==> src/sv/mwo_divpipe.sv <==
// ----------------------------------------------------------------------------
// mwo_divpipe
// Pipelined restoring long division, one quotient bit per register stage.
// ----------------------------------------------------------------------------
`default_nettype none
module mwo_divpipe #(
  parameter int NB = 32,
  parameter int W  = 18,
  parameter int TW = 1
) (
  input  wire logic          clk,
  input  wire logic          rst_n,
  input  wire logic          adv,
  input  wire logic [NB-1:0] dividend,
  input  wire logic [W-1:0]  rem_in,
  input  wire logic [W-1:0]  divisor,
  input  wire logic [TW-1:0] tag_in,
  output logic      [W-1:0]  rem_out,
  output logic      [NB-1:0] quo_out,
  output logic      [TW-1:0] tag_out
);

  logic [W-1:0]  rem_r [NB];
  logic [NB-1:0] dq_r  [NB];
  logic [TW-1:0] tag_r [NB];

  for (genvar i = 0; i < NB; i++) begin : g_stage
    logic [W-1:0]  rem_i;
    logic [NB-1:0] dq_i;
    logic [TW-1:0] tag_i;
    logic [W:0]    trial;
    logic [W:0]    diff;
    logic          ge;

    if (i == 0) begin : g_first
      assign rem_i = rem_in;
      assign dq_i  = dividend;
      assign tag_i = tag_in;
    end else begin : g_next
      assign rem_i = rem_r[i-1];
      assign dq_i  = dq_r[i-1];
      assign tag_i = tag_r[i-1];
    end

    always_comb begin
      trial = {rem_i, dq_i[NB-1]};
      ge    = trial >= {1'b0, divisor};
      diff  = trial - {1'b0, divisor};
    end

    always_ff @(posedge clk) begin
      if (!rst_n) begin
        tag_r[i] <= '0;
      end else if (adv) begin
        tag_r[i] <= tag_i;
      end
    end

    always_ff @(posedge clk) begin
      if (adv) begin
        rem_r[i] <= ge ? diff[W-1:0] : trial[W-1:0];
        dq_r[i]  <= {dq_i[NB-2:0], ge};
      end
    end
  end

  assign rem_out = rem_r[NB-1];
  assign quo_out = dq_r[NB-1];
  assign tag_out = tag_r[NB-1];

endmodule
`default_nettype wire

==> config.mk <==
export PLATFORM = sky130hd
export DESIGN_NAME = mwo_divpipe
export DESIGN_NICKNAME = d
export VERILOG_FILES = /design/src/sv/mwo_divpipe.sv
export SDC_FILE = /design/constraint.sdc
export NUM_CORES = 2
export LEC_CHECK = 0
export BUFFER_PORTS_ARGS = -buffer_cell sky130_fd_sc_hd__clkbuf_2
export CAP_MARGIN = 20
export CORE_MARGIN = 2
export CORE_UTILIZATION = 40
export CTS_BUF_LIST = sky130_fd_sc_hd__clkbuf_8
export DETAILED_ROUTE_END_ITERATION = 10
export HOLD_SLACK_MARGIN = 0.02
export PLACE_DENSITY = 0.64
export SLEW_MARGIN = 20
export SYNTH_ARGS = -nofsm -noshare
export SYNTH_HDL_FRONTEND = slang
export SYNTH_SLANG_ARGS = --single-unit
==> constraint.sdc <==
create_clock -name clk -period 4.7 [get_ports clk]
set_input_delay 0.47 -clock clk [delete_from_list [all_inputs] [get_ports clk]]
set_output_delay 0.47 -clock clk [all_outputs]
set_load 0.02 [all_outputs]
==> impl_results.md <==
* Status: completed
* Yosys warns at 0
* Crit-path max FO at 3
* DR WL/cell at ~18 um
* Cell Pwr Density at approximately 680 nW/um^2
* 1st-pass router iterations at 5
* Vias at between 50000 and 60000
* Seq/Total Area, Yosys at about three fifths
* Crit path time final at around 3.4 ns
* Post-synth cell types at 96
* Synth top area cells: edfxtp_1, ha_1, mux2_2
* Clk sinks at ~1600
* Vias in the first global route at 51600
* Top-area cell type share of the netlist area at about three fifths
* Die area at roughly 210000 um^2
* # fillers at 18400
* CP Class: reg -> reg
* Grt met3 use at around 3%
* H-tree lvl count at 5
* Mapped Area at ~83000 um^2
* Total GRT Usage at between 15 and 20%
* Post-synth top cells: edfxtp_1, ha_1, a21oi_1
* Worst-path clk slew at about 0.060 ns
* Chip Width at roughly 460 um
* Post-route DRC violation count at 0
* Setup_tns at 0 ns
* Via density at ~5.3
* Synth Area per Inst at about 13 um^2
* IO Count at between 100 and 150
* Area Overhead vs Synth at 13.6%
* Initial detailed-routing violation count at 3478
* Largest net degree at the start of global routing at roughly 150
* Final Hold Viols at 0
* Final ANT Viol Nets at 0
* TritonCTS Buffers at 300
* Maximum clock path buffer count at 4
* FFs w/ async S/R, synth at 0%
* Non-Filler Instances at about 9700
* Core footprint at a little over 200000 um^2
* Cell leakage power at 36.0 nW
* Post-place setup slack at 0.462 ns
* Initial core utilization at between 40% and 50%
* Global route hottest layer: met2
* Post-synth EDFFs at around 1600
* Setup ws final at around 1.3 ns
* Met1 usage at around 21%
* Root Driver: clkbuf_8
* DP HPWL at about 120000 um
* Max-Cap Viols at 0
* Grt met2 use at 28.0%
* Most common cell in the netlist: edfxtp_1
* GRT overflow at 0
* Commonest register cell after synthesis: edfxtp_1
* Required time of the worst setup path at roughly 5.5 ns
* Synthesized Nets at approximately 6900
* Worst path arrival time at between 4 and 5 ns
* Fin crit share at 72.0%
* Num rows at 167
* Die Height at roughly 460 um
* Hold WC Path Type: in -> reg
* Gp weighted congestion at ~0.9
* Global-route wire length before repair at around 280000 um
* Yosys reg bits at between 1500 and 2000
* Headroom to the max-slew limit at a little over a quarter
* Crit path capture type: register
* Unrepaired setup endpoints after global routing: no
* CTS tree: built
* Clk_skew at between 0.06 and 0.07 ns
* Fmax at a little under 0.3 GHz
* Port bufs at approximately 120
* Post-synthesis cell count at 6243
* Share of post-route cells with drive strength above 1 at between 15 and 20%
* Max Slew Vio Count at 0
* Worst-Skew Late Latency at roughly 1.1 ns
* CP startpoint kind: register
* Final setup viols at 0
* Nets at approximately 7500
* Worst Max-Slew Pin Slew at around 1.1 ns
* Yosys top cell by area: edfxtp_1
* Peak supply drop at just under 400 uV
* Initial antenna violation count at 6
* Placed insts at 9132
* WL final at 179000 um
==> final cells by class <==
cell class,instances,area [um^2],area share [%]
diodes,7,17.5,0.0186
clock buffers,304,4180,4.43
clock inverters,193,1040,1.10
inverters,244,925,0.980
multi-input cells,4265,32600,34.6
flip-flops and latches,1632,49000,51.9
well taps,2704,3380,3.58
repair buffers,360,3200,3.39
==> registers in the layout, indices dropped and copies added (netlist names) <==
name   flops
rem_r    576
tag_r     32
dq_r    1024
==> worst max-delay path, cell delays in order, from the launching register on <==
cell,delay (ns)
edfxtp_1,0.36
inv_1,0.17
ha_1,0.25
inv_1,0.07
fa_1,0.41
a21oi_1,0.21
o2111ai_1,0.23
a221oi_1,0.44
nor2b_1,0.14
o41ai_1,0.40
xnor2_1,0.12
mux2_4,0.28
==> what timing repair did <==
action                                 CTS  global route
endpoints found under the hold margin  118             0
setup buffers                            0             0
gates resized for setup                  0             0
hold buffers                            73             0
setup endpoints to repair                0             0
==> per-stage QoR <==
stage / instance area, um^2 / utilization (%) / hold slack (ns) / power, mW
6_report: 94400 / 45.7 / 0.150 / 63.8
3_3_place_gp: 88400 / 42.8 / 0.400 / 51.0
5_1_grt: 94400 / 45.7 / 0.0457 / 68.4
3_5_place_dp: 88400 / 42.8 / 0.405 / 51.5
2_1_floorplan: 83100 / - / 0.400 / 44.2
4_1_cts: 94400 / 45.7 / 0.0224 / 64.4
==> worst paths after layout <==
path | depth (start not counted) | endpoint | slack (ns) | from
worst min-delay path | 2 | dq_r[0][4]$_DFFE_PP_ | 0.15 | dividend[3]
worst max-delay path | 11 | rem_r[20][12]$_DFFE_PP_ | 1.32 | dq_r[19][31]$_DFFE_PP_
worst max register to register | 11 | rem_r[20][12]$_DFFE_PP_ | 1.32 | dq_r[19][31]$_DFFE_PP_
worst min register to register | 0 | dq_r[27][10]$_DFFE_PP_ | 0.37 | dq_r[26][9]$_DFFE_PP_
==> placed cells by master (no fill, tap or decap), drive strengths merged, types with 163 or more instances in the layout <==
master and n:
a21oi 530, xnor2 289, mux2 366, inv 313, nor2 364, nand2 276
ha 576, o21ai 315, buf 166, edfxtp 1631, clkbuf 425, xor2 164
a21o 163
==> per-layer routing <==
layer,vias to the layer above,part of all wire [%]
met5,-,0
met4,0,3.4
met3,409,4.6
met2,1184,48
met1,25100,44
li1,25200,-
==> kinds of logic after synthesis <==
group	after synthesis	share of synthesized area, %
AOI/OAI and AO/OA	1556	12.1
and+or+nand+nor	1247	7.30
adders and majority gates	608	9.45
xor gates and xnor gates	453	4.78
DFF	1632	59.0
muxes	401	5.62
buffers and inverters	346	1.74
==> report_power, final <==
group          switching (mW)  internal (mW)  total (mW)
Sequential               2.10           21.2        23.3
Clock                    5.77           6.46        12.2
Combinational            14.8           13.5        28.3
Total                    22.6           41.2        63.8
Note: power is estimated with default switching activity, not from simulation.
