==> src/sv/mwo_pkg.sv <==
// ----------------------------------------------------------------------------
// mwo_pkg
// Shared types, register codes, reset values and the quarter-sine generator.
// ----------------------------------------------------------------------------
`default_nettype none
package mwo_pkg;

  localparam int CFG_AW   = 2;
  localparam int CFG_DW   = 18;
  localparam int WAVE_W   = 3;
  localparam int FREQ_W   = 16;
  localparam int RATE_W   = 18;
  localparam int VOL_W    = 8;
  localparam int IDX_W    = 32;
  localparam int SMP_W    = 18;
  localparam int TAB_W    = 17;
  localparam int PROD_W   = FREQ_W + IDX_W;

  localparam logic [CFG_AW-1:0] REG_WAVEFORM  = 2'd0;
  localparam logic [CFG_AW-1:0] REG_FREQUENCY = 2'd1;
  localparam logic [CFG_AW-1:0] REG_RATE      = 2'd2;
  localparam logic [CFG_AW-1:0] REG_VOLUME    = 2'd3;

  localparam logic [WAVE_W-1:0] WAVE_SINE     = 3'd0;
  localparam logic [WAVE_W-1:0] WAVE_SAW      = 3'd1;
  localparam logic [WAVE_W-1:0] WAVE_SQUARE   = 3'd2;
  localparam logic [WAVE_W-1:0] WAVE_TRIANGLE = 3'd3;

  localparam logic [WAVE_W-1:0] RST_WAVEFORM = WAVE_SINE;
  localparam logic [FREQ_W-1:0] RST_FREQ     = 16'd440;
  localparam logic [RATE_W-1:0] RST_RATE     = 18'd44100;
  localparam logic [VOL_W-1:0]  RST_VOLUME   = 8'd255;
  localparam logic [RATE_W-1:0] RST_PERIOD   = RST_RATE / RATE_W'(RST_FREQ);

  localparam logic [63:0] HALF_PI_Q30 = 64'd1686629713;

  typedef struct packed {
    logic              busy;
    logic [RATE_W-1:0] period;
  } period_t;

  // Taylor series of sin(x), x in Q30, truncated each step, result in Q16
  function automatic logic [TAB_W-1:0] sin_from_x(input logic [63:0] x);
    logic [63:0] term;
    logic [63:0] sum;
    logic [63:0] rnd;
    term = x;
    sum  = x;
    term = (term * x) >> 30;
    term = ((term * x) >> 30) / 64'd6;
    sum  = sum - term;
    term = (term * x) >> 30;
    term = ((term * x) >> 30) / 64'd20;
    sum  = sum + term;
    term = (term * x) >> 30;
    term = ((term * x) >> 30) / 64'd42;
    sum  = sum - term;
    term = (term * x) >> 30;
    term = ((term * x) >> 30) / 64'd72;
    sum  = sum + term;
    term = (term * x) >> 30;
    term = ((term * x) >> 30) / 64'd110;
    sum  = sum - term;
    term = (term * x) >> 30;
    term = ((term * x) >> 30) / 64'd156;
    sum  = sum + term;
    term = (term * x) >> 30;
    term = ((term * x) >> 30) / 64'd210;
    sum  = sum - term;
    rnd  = (sum + 64'd8192) >> 14;
    return rnd[TAB_W-1:0];
  endfunction

endpackage
`default_nettype wire

==> src/sv/mwo_period.sv <==
// ----------------------------------------------------------------------------
// mwo_period
// Iterative restoring divider for the tone period, rate / frequency.
// ----------------------------------------------------------------------------
`default_nettype none
module mwo_period (
  input  wire logic                      clk,
  input  wire logic                      rst_n,
  input  wire logic                      start,
  input  wire logic [mwo_pkg::RATE_W-1:0] dividend,
  input  wire logic [mwo_pkg::FREQ_W-1:0] divisor,
  output mwo_pkg::period_t               st
);

  localparam int RW = mwo_pkg::RATE_W;
  localparam int FW = mwo_pkg::FREQ_W;
  localparam int CW = $clog2(RW + 1);

  logic          busy_r;
  logic [CW-1:0] cnt_r;
  logic [RW-1:0] dq_r;
  logic [FW-1:0] rem_r;
  logic [FW-1:0] div_r;
  logic [RW-1:0] per_r;

  logic [FW:0]   trial;
  logic          ge;
  logic [FW:0]   diff;

  always_comb begin
    trial = {rem_r, dq_r[RW-1]};
    ge    = trial >= {1'b0, div_r};
    diff  = trial - {1'b0, div_r};
  end

  always_ff @(posedge clk) begin
    if (!rst_n) begin
      busy_r <= 1'b0;
      cnt_r  <= '0;
      per_r  <= mwo_pkg::RST_PERIOD;
    end else if (start) begin
      busy_r <= 1'b1;
      cnt_r  <= CW'(RW);
      dq_r   <= dividend;
      rem_r  <= '0;
      div_r  <= divisor;
    end else if (busy_r) begin
      rem_r <= ge ? diff[FW-1:0] : trial[FW-1:0];
      dq_r  <= {dq_r[RW-2:0], ge};
      cnt_r <= cnt_r - CW'(1);
      if (cnt_r == CW'(1)) begin
        busy_r <= 1'b0;
        // zero frequency gives a zero period
        per_r  <= (div_r == '0) ? '0 : {dq_r[RW-2:0], ge};
      end
    end
  end

  assign st.busy   = busy_r;
  assign st.period = per_r;

endmodule
`default_nettype wire

==> config.mk <==
export PLATFORM = sky130hd
export DESIGN_NAME = mwo_period
export DESIGN_NICKNAME = d
export VERILOG_FILES = /design/src/sv/mwo_pkg.sv /design/src/sv/mwo_period.sv
export SDC_FILE = /design/constraint.sdc
export NUM_CORES = 1
export LEC_CHECK = 0
export BUFFER_PORTS_ARGS = -buffer_cell sky130_fd_sc_hd__buf_2
export CORE_ASPECT_RATIO = 1.5
export CORE_MARGIN = 4
export CORE_UTILIZATION = 60
export CTS_BUF_LIST = sky130_fd_sc_hd__clkbuf_4
export DETAILED_ROUTE_END_ITERATION = 16
export PLACE_DENSITY = 0.83
export SYNTH_ARGS = -nofsm -noshare
export SYNTH_HDL_FRONTEND = slang
export SYNTH_SLANG_ARGS = --single-unit
==> constraint.sdc <==
create_clock -name clk -period 3.73 [get_ports clk]
set_input_delay 0.5595 -clock clk [delete_from_list [all_inputs] [get_ports clk]]
set_output_delay 0.5595 -clock clk [all_outputs]
set_load 0.01 [all_outputs]
==> key figures <==
Placement
  – Weighted congestion reported at the end of routability-driven placement: 0.815
  – Number of instances in the placed design: between 400 and 500
  – Input/output buffers: 55
  – Detail Placement HPWL: 6.20 mm

Power
  – Switching Share: 28.1%
  – Internal power: 1.39 mW
  – Max VDD drop: 0.000439 V
  – Leakage power: 1.72 nW
  – Clock share of power: 29.4%
  – Power per standard cell area: 453 mW/mm2
  – Combinational Power Share: 20.0%
  – Register share of total power: 50.6%
  – Switching power total: 0.541 mW

Clock network
  – Clock slew at the register clock pins of the worst setup and hold paths: 0.13 ns
  – Inserted Clock Buffers: 9
  – TritonCTS clock tree: built
  – Number of clock sinks: 74
  – Resized Gates After CTS: 0
  – Later-pin clock latency in the skew report: between 0.4 and 0.5 ns
  – H-tree Lvls: 3
  – Root buffer cell: sky130_fd_sc_hd__clkbuf_4
  – Setup bufs post-CTS: 0
  – Clock tree buffer depth: 2
  – Count of hold-fix buffers inserted at cts: 0

STA
  – Setup_tns: 0 ns
  – Final setup violation count: 0
  – Post-Route Skew: 0.0151 ns
  – Tightest Pin Transition: 0.833 ns
  – Count of final hold-check violations: 0
  – Share of the cycle needed by the critical path after routing: 74.5%
  – Worst rel slew slack: 44.5%
  – Unrepaired setup endpoints after global routing: false
  – Final max-slew violation count: 0
  – Post-route worst hold slack: ~0.32 ns
  – Final worst path period need: 2.78 ns
  – Max Clk Rate: 360 MHz

Floorplan
  – Number of placement rows: 35
  – Core area: between 0.006 and 0.007 mm2
  – Width of the die: roughly 73 um
  – I/O pin count: 56
  – Height of the die: approximately 110 um
  – Starting Density: 61.9%
  – Die ar.: 0.00769 mm2

Global routing
  – Pin count of the biggest net entering global routing: 47
  – Initial antenna violation count: 0
  – Final global-route overflow total: 0
  – First-pass GRT wire length: between 10 and 15 mm
  – Vias in the first global route: 2890
  – Global-route usage over all layers: roughly 23%

Setup path
  – Path depth of the worst reg2reg path: 9
  – Cell chain of the critical path: inv_1 > ha_1 > nor2b_1 > o2111ai_1 > a31oi_1 > o21ai_0 > o21ai_0 > a21oi_1 > nor4_1
  – Peak fanout along the critical path: 4
  – R2r startpoint: div_r[1]
  – Maximum single-stage delay on the critical path: about 0.43 ns
  – Endpoint of the most critical register-to-register path: rem_r[13]
  – CP Capture Type: register
  – Data arrival at the endpoint of the critical path: 2.97 ns
  – Crit path max-delay cell type: sky130_fd_sc_hd__edfxtp_1
  – Nature of the critical path startpoint: register
  – Critical Setup Path Class: register to register
  – Setup slack on the worst flop-to-flop path: 0.95 ns
  – Data required, critical path: 3.92 ns
  – Top cell by count, worst path: sky130_fd_sc_hd__o21ai_0

Detailed routing
  – Average routed wire per standard cell: 17.3 um
  – Vias: 2859
  – Antenna-violating nets left: 0
  – Total detailed-routing wirelength: 8.33 mm
  – Vias per cell: 5.93
  – Remaining DRCs: 0
  – Pre-antenna DRT Iters: 4
  – DRC marker count from the first detailed-route iteration: 193

Layout
  – Antenna diodes: 0
  – Layout cells sized above 1: 24.5%
  – Final nets: 459
  – Core utilization of the finished layout: 69.4%
  – P&R area growth vs syn: 12.1%
  – Non-filler instance count after layout: 482

Synth
  – Post-synthesis instance total: roughly 350
  – Cell area after synthesis: 0.00380 mm2
  – Net count of the mapped netlist: 404
  – Share of the yosys chip area belonging to registers: a little over half
  – Post-synthesis area per instance: between 10 and 15 um2
  – Share of the synthesized area in the top cell type: 39.5%
  – Number of synthesized register bits: 74
  – Synth area leaders: sky130_fd_sc_hd__edfxtp_1 (40%), sky130_fd_sc_hd__dfxtp_1 (13%), sky130_fd_sc_hd__ha_1 (5.9%), sky130_fd_sc_hd__mux2_2 (5.3%), sky130_fd_sc_hd__nand2_1 (3.3%)
  – Yosys warning count: 0
  – Netlist cell types: 50
  – Library cell occupying the most area in the post-synthesis netlist: sky130_fd_sc_hd__edfxtp_1

Hold path
  – Endpoint of the worst hold-timing path: div_r[2]
  – Min-delay src: divisor[2]
  – Number of cells on the worst hold path: 1
  – Type of the most critical hold path: primary input to register

Outcome
  – Run status: finished clean

Flow run
  – Number of maximum-capacitance violations: 0
[power by group through the flow]
| stage | Clock [mW] | Sequential [mW] | Combinational, mW |
|---|---|---|---|
| floorplan | 0 | 0.979 | 0.300 |
| global placement | 0 | 0.992 | 0.369 |
| detailed placement | 0 | 0.993 | 0.380 |
| CTS | 0.576 | 0.975 | 0.384 |
| global route | 0.615 | 0.981 | 0.433 |
| finish | 0.567 | 0.975 | 0.386 |
[per-stage QoR]
stage               power, mW  worst slack (ns)  cell area [um2]
floorplan                1.28              1.51             3800
global placement         1.36              1.06             4090
detailed placement       1.37              1.04             4090
CTS                      1.93             0.969             4260
global route             2.03             0.700             4260
finish                   1.93             0.951             4260
[state kept, by name (all words and copies together) (netlist names)]
register / cells
rem_r: 16
per_r: 18
cnt_r: 5
dq_r: 18
div_r: 16
busy_r: 1
[metal layers]
metal	routed length [um]	part of all wire (%)	up-vias	track usage [%]
met1	3140	38	1345	26.8
met4	328	3.9	0	12.0
met3	505	6.1	25	4.39
met5	0	0	-	0
li1	-	-	1382	-
met2	4360	52	107	39.7
[worst max-delay path by stage]
stage / startpoint / end / slack (ns) / depth (start not counted)
floorplan: div_r[1] / rem_r[11] / 1.51 / 10
global placement: div_r[1] / rem_r[13] / 1.06 / 9
detailed placement: start / rem_r[0] / 1.04 / 4
CTS: div_r[1] / rem_r[13] / 0.97 / 9
global route: div_r[1] / rem_r[13] / 0.70 / 9
finish: div_r[1] / rem_r[13] / 0.95 / 9
[synthesized netlist by cell type (all sizes together)]
master	count
edfxtp	50
nand2	34
nor2	25
dfxtp	24
a21oi	22
inv	22
ha	18
mux2	18
nor2b	17
a22oi	15
xnor2	10
clkbuf	9
nand3	9
o21ai	9
nand3b	5
nor4	5
o21a	5
a21o	4
a31oi	4
buf	4
nand4	4
a211oi	3
and2	3
nor3	3
o211ai	3
o21bai	3
or3	3
xor2	3
and4	2
o2111ai	2
o41ai	2
a21boi	1
a311oi	1
and3	1
and3b	1
fa	1
nand2b	1
nand4b	1
nor4b	1
[cells by family (layout without fill, tap and decap cells)]
| group | Yosys count | in the layout | synth area share [%] |
|---|---|---|---|
| xor gates and xnor gates | 13 | 13 | 3.00 |
| and+or+nand+nor | 115 | 115 | 15.5 |
| buffers and inverters | 35 | 95 | 4.45 |
| muxes | 18 | 18 | 5.34 |
| AOI/OAI and AO/OA | 74 | 74 | 13.0 |
| adders and majority gates | 19 | 19 | 6.46 |
| DFF | 74 | 74 | 52.2 |
[area by class of cell]
| cell class | instances | area (um2) |
|---|---|---|
| flip-flops and latches | 74 | 1980 |
| fillers | 456 | 1870 |
| multi-input cells | 239 | 1650 |
| repair buffers | 57 | 290 |
| well taps | 74 | 92.6 |
| clock inverters | 6 | 88.8 |
| inverters | 22 | 82.6 |
| clock buffers | 10 | 75.1 |
[critical path: cells and delay by family (launching register included)]
kind / cells / cell delay [ns]
adders and majority gates: 1 / 0.29
and+or+nand+nor: 2 / 0.54
AOI/OAI and AO/OA: 5 / 1.23
DFF: 1 / 0.43
buffers and inverters: 1 / 0.06
[placed cells by master, fill, tap and decap left out, types with 2 or more instances in the layout]
cell type / n
sky130_fd_sc_hd__ha_1: 18
sky130_fd_sc_hd__edfxtp_1: 50
sky130_fd_sc_hd__a211oi_1: 3
sky130_fd_sc_hd__and2_1: 2
sky130_fd_sc_hd__clkbuf_4: 10
sky130_fd_sc_hd__nor2_1: 25
sky130_fd_sc_hd__nand3_1: 9
sky130_fd_sc_hd__nor2b_1: 17
sky130_fd_sc_hd__o21bai_1: 2
sky130_fd_sc_hd__or3_1: 2
sky130_fd_sc_hd__buf_4: 2
sky130_fd_sc_hd__xnor2_1: 10
sky130_fd_sc_hd__mux2_2: 18
sky130_fd_sc_hd__o21ai_0: 9
sky130_fd_sc_hd__nand4_1: 3
sky130_fd_sc_hd__a21o_1: 3
sky130_fd_sc_hd__buf_2: 55
sky130_fd_sc_hd__inv_1: 22
sky130_fd_sc_hd__o21a_1: 5
sky130_fd_sc_hd__bufinv_16: 2
sky130_fd_sc_hd__inv_4: 2
sky130_fd_sc_hd__a21oi_1: 22
sky130_fd_sc_hd__dfxtp_1: 24
sky130_fd_sc_hd__nand2_1: 33
sky130_fd_sc_hd__o2111ai_1: 2
sky130_fd_sc_hd__a31oi_1: 3
sky130_fd_sc_hd__a22oi_1: 15
sky130_fd_sc_hd__and4_1: 2
sky130_fd_sc_hd__nor4_1: 5
sky130_fd_sc_hd__nand3b_1: 5
sky130_fd_sc_hd__xor2_1: 3
sky130_fd_sc_hd__o211ai_1: 2
sky130_fd_sc_hd__nor3_1: 3
sky130_fd_sc_hd__o41ai_1: 2
No activity file was read; power rests on OpenSTA's default activity.
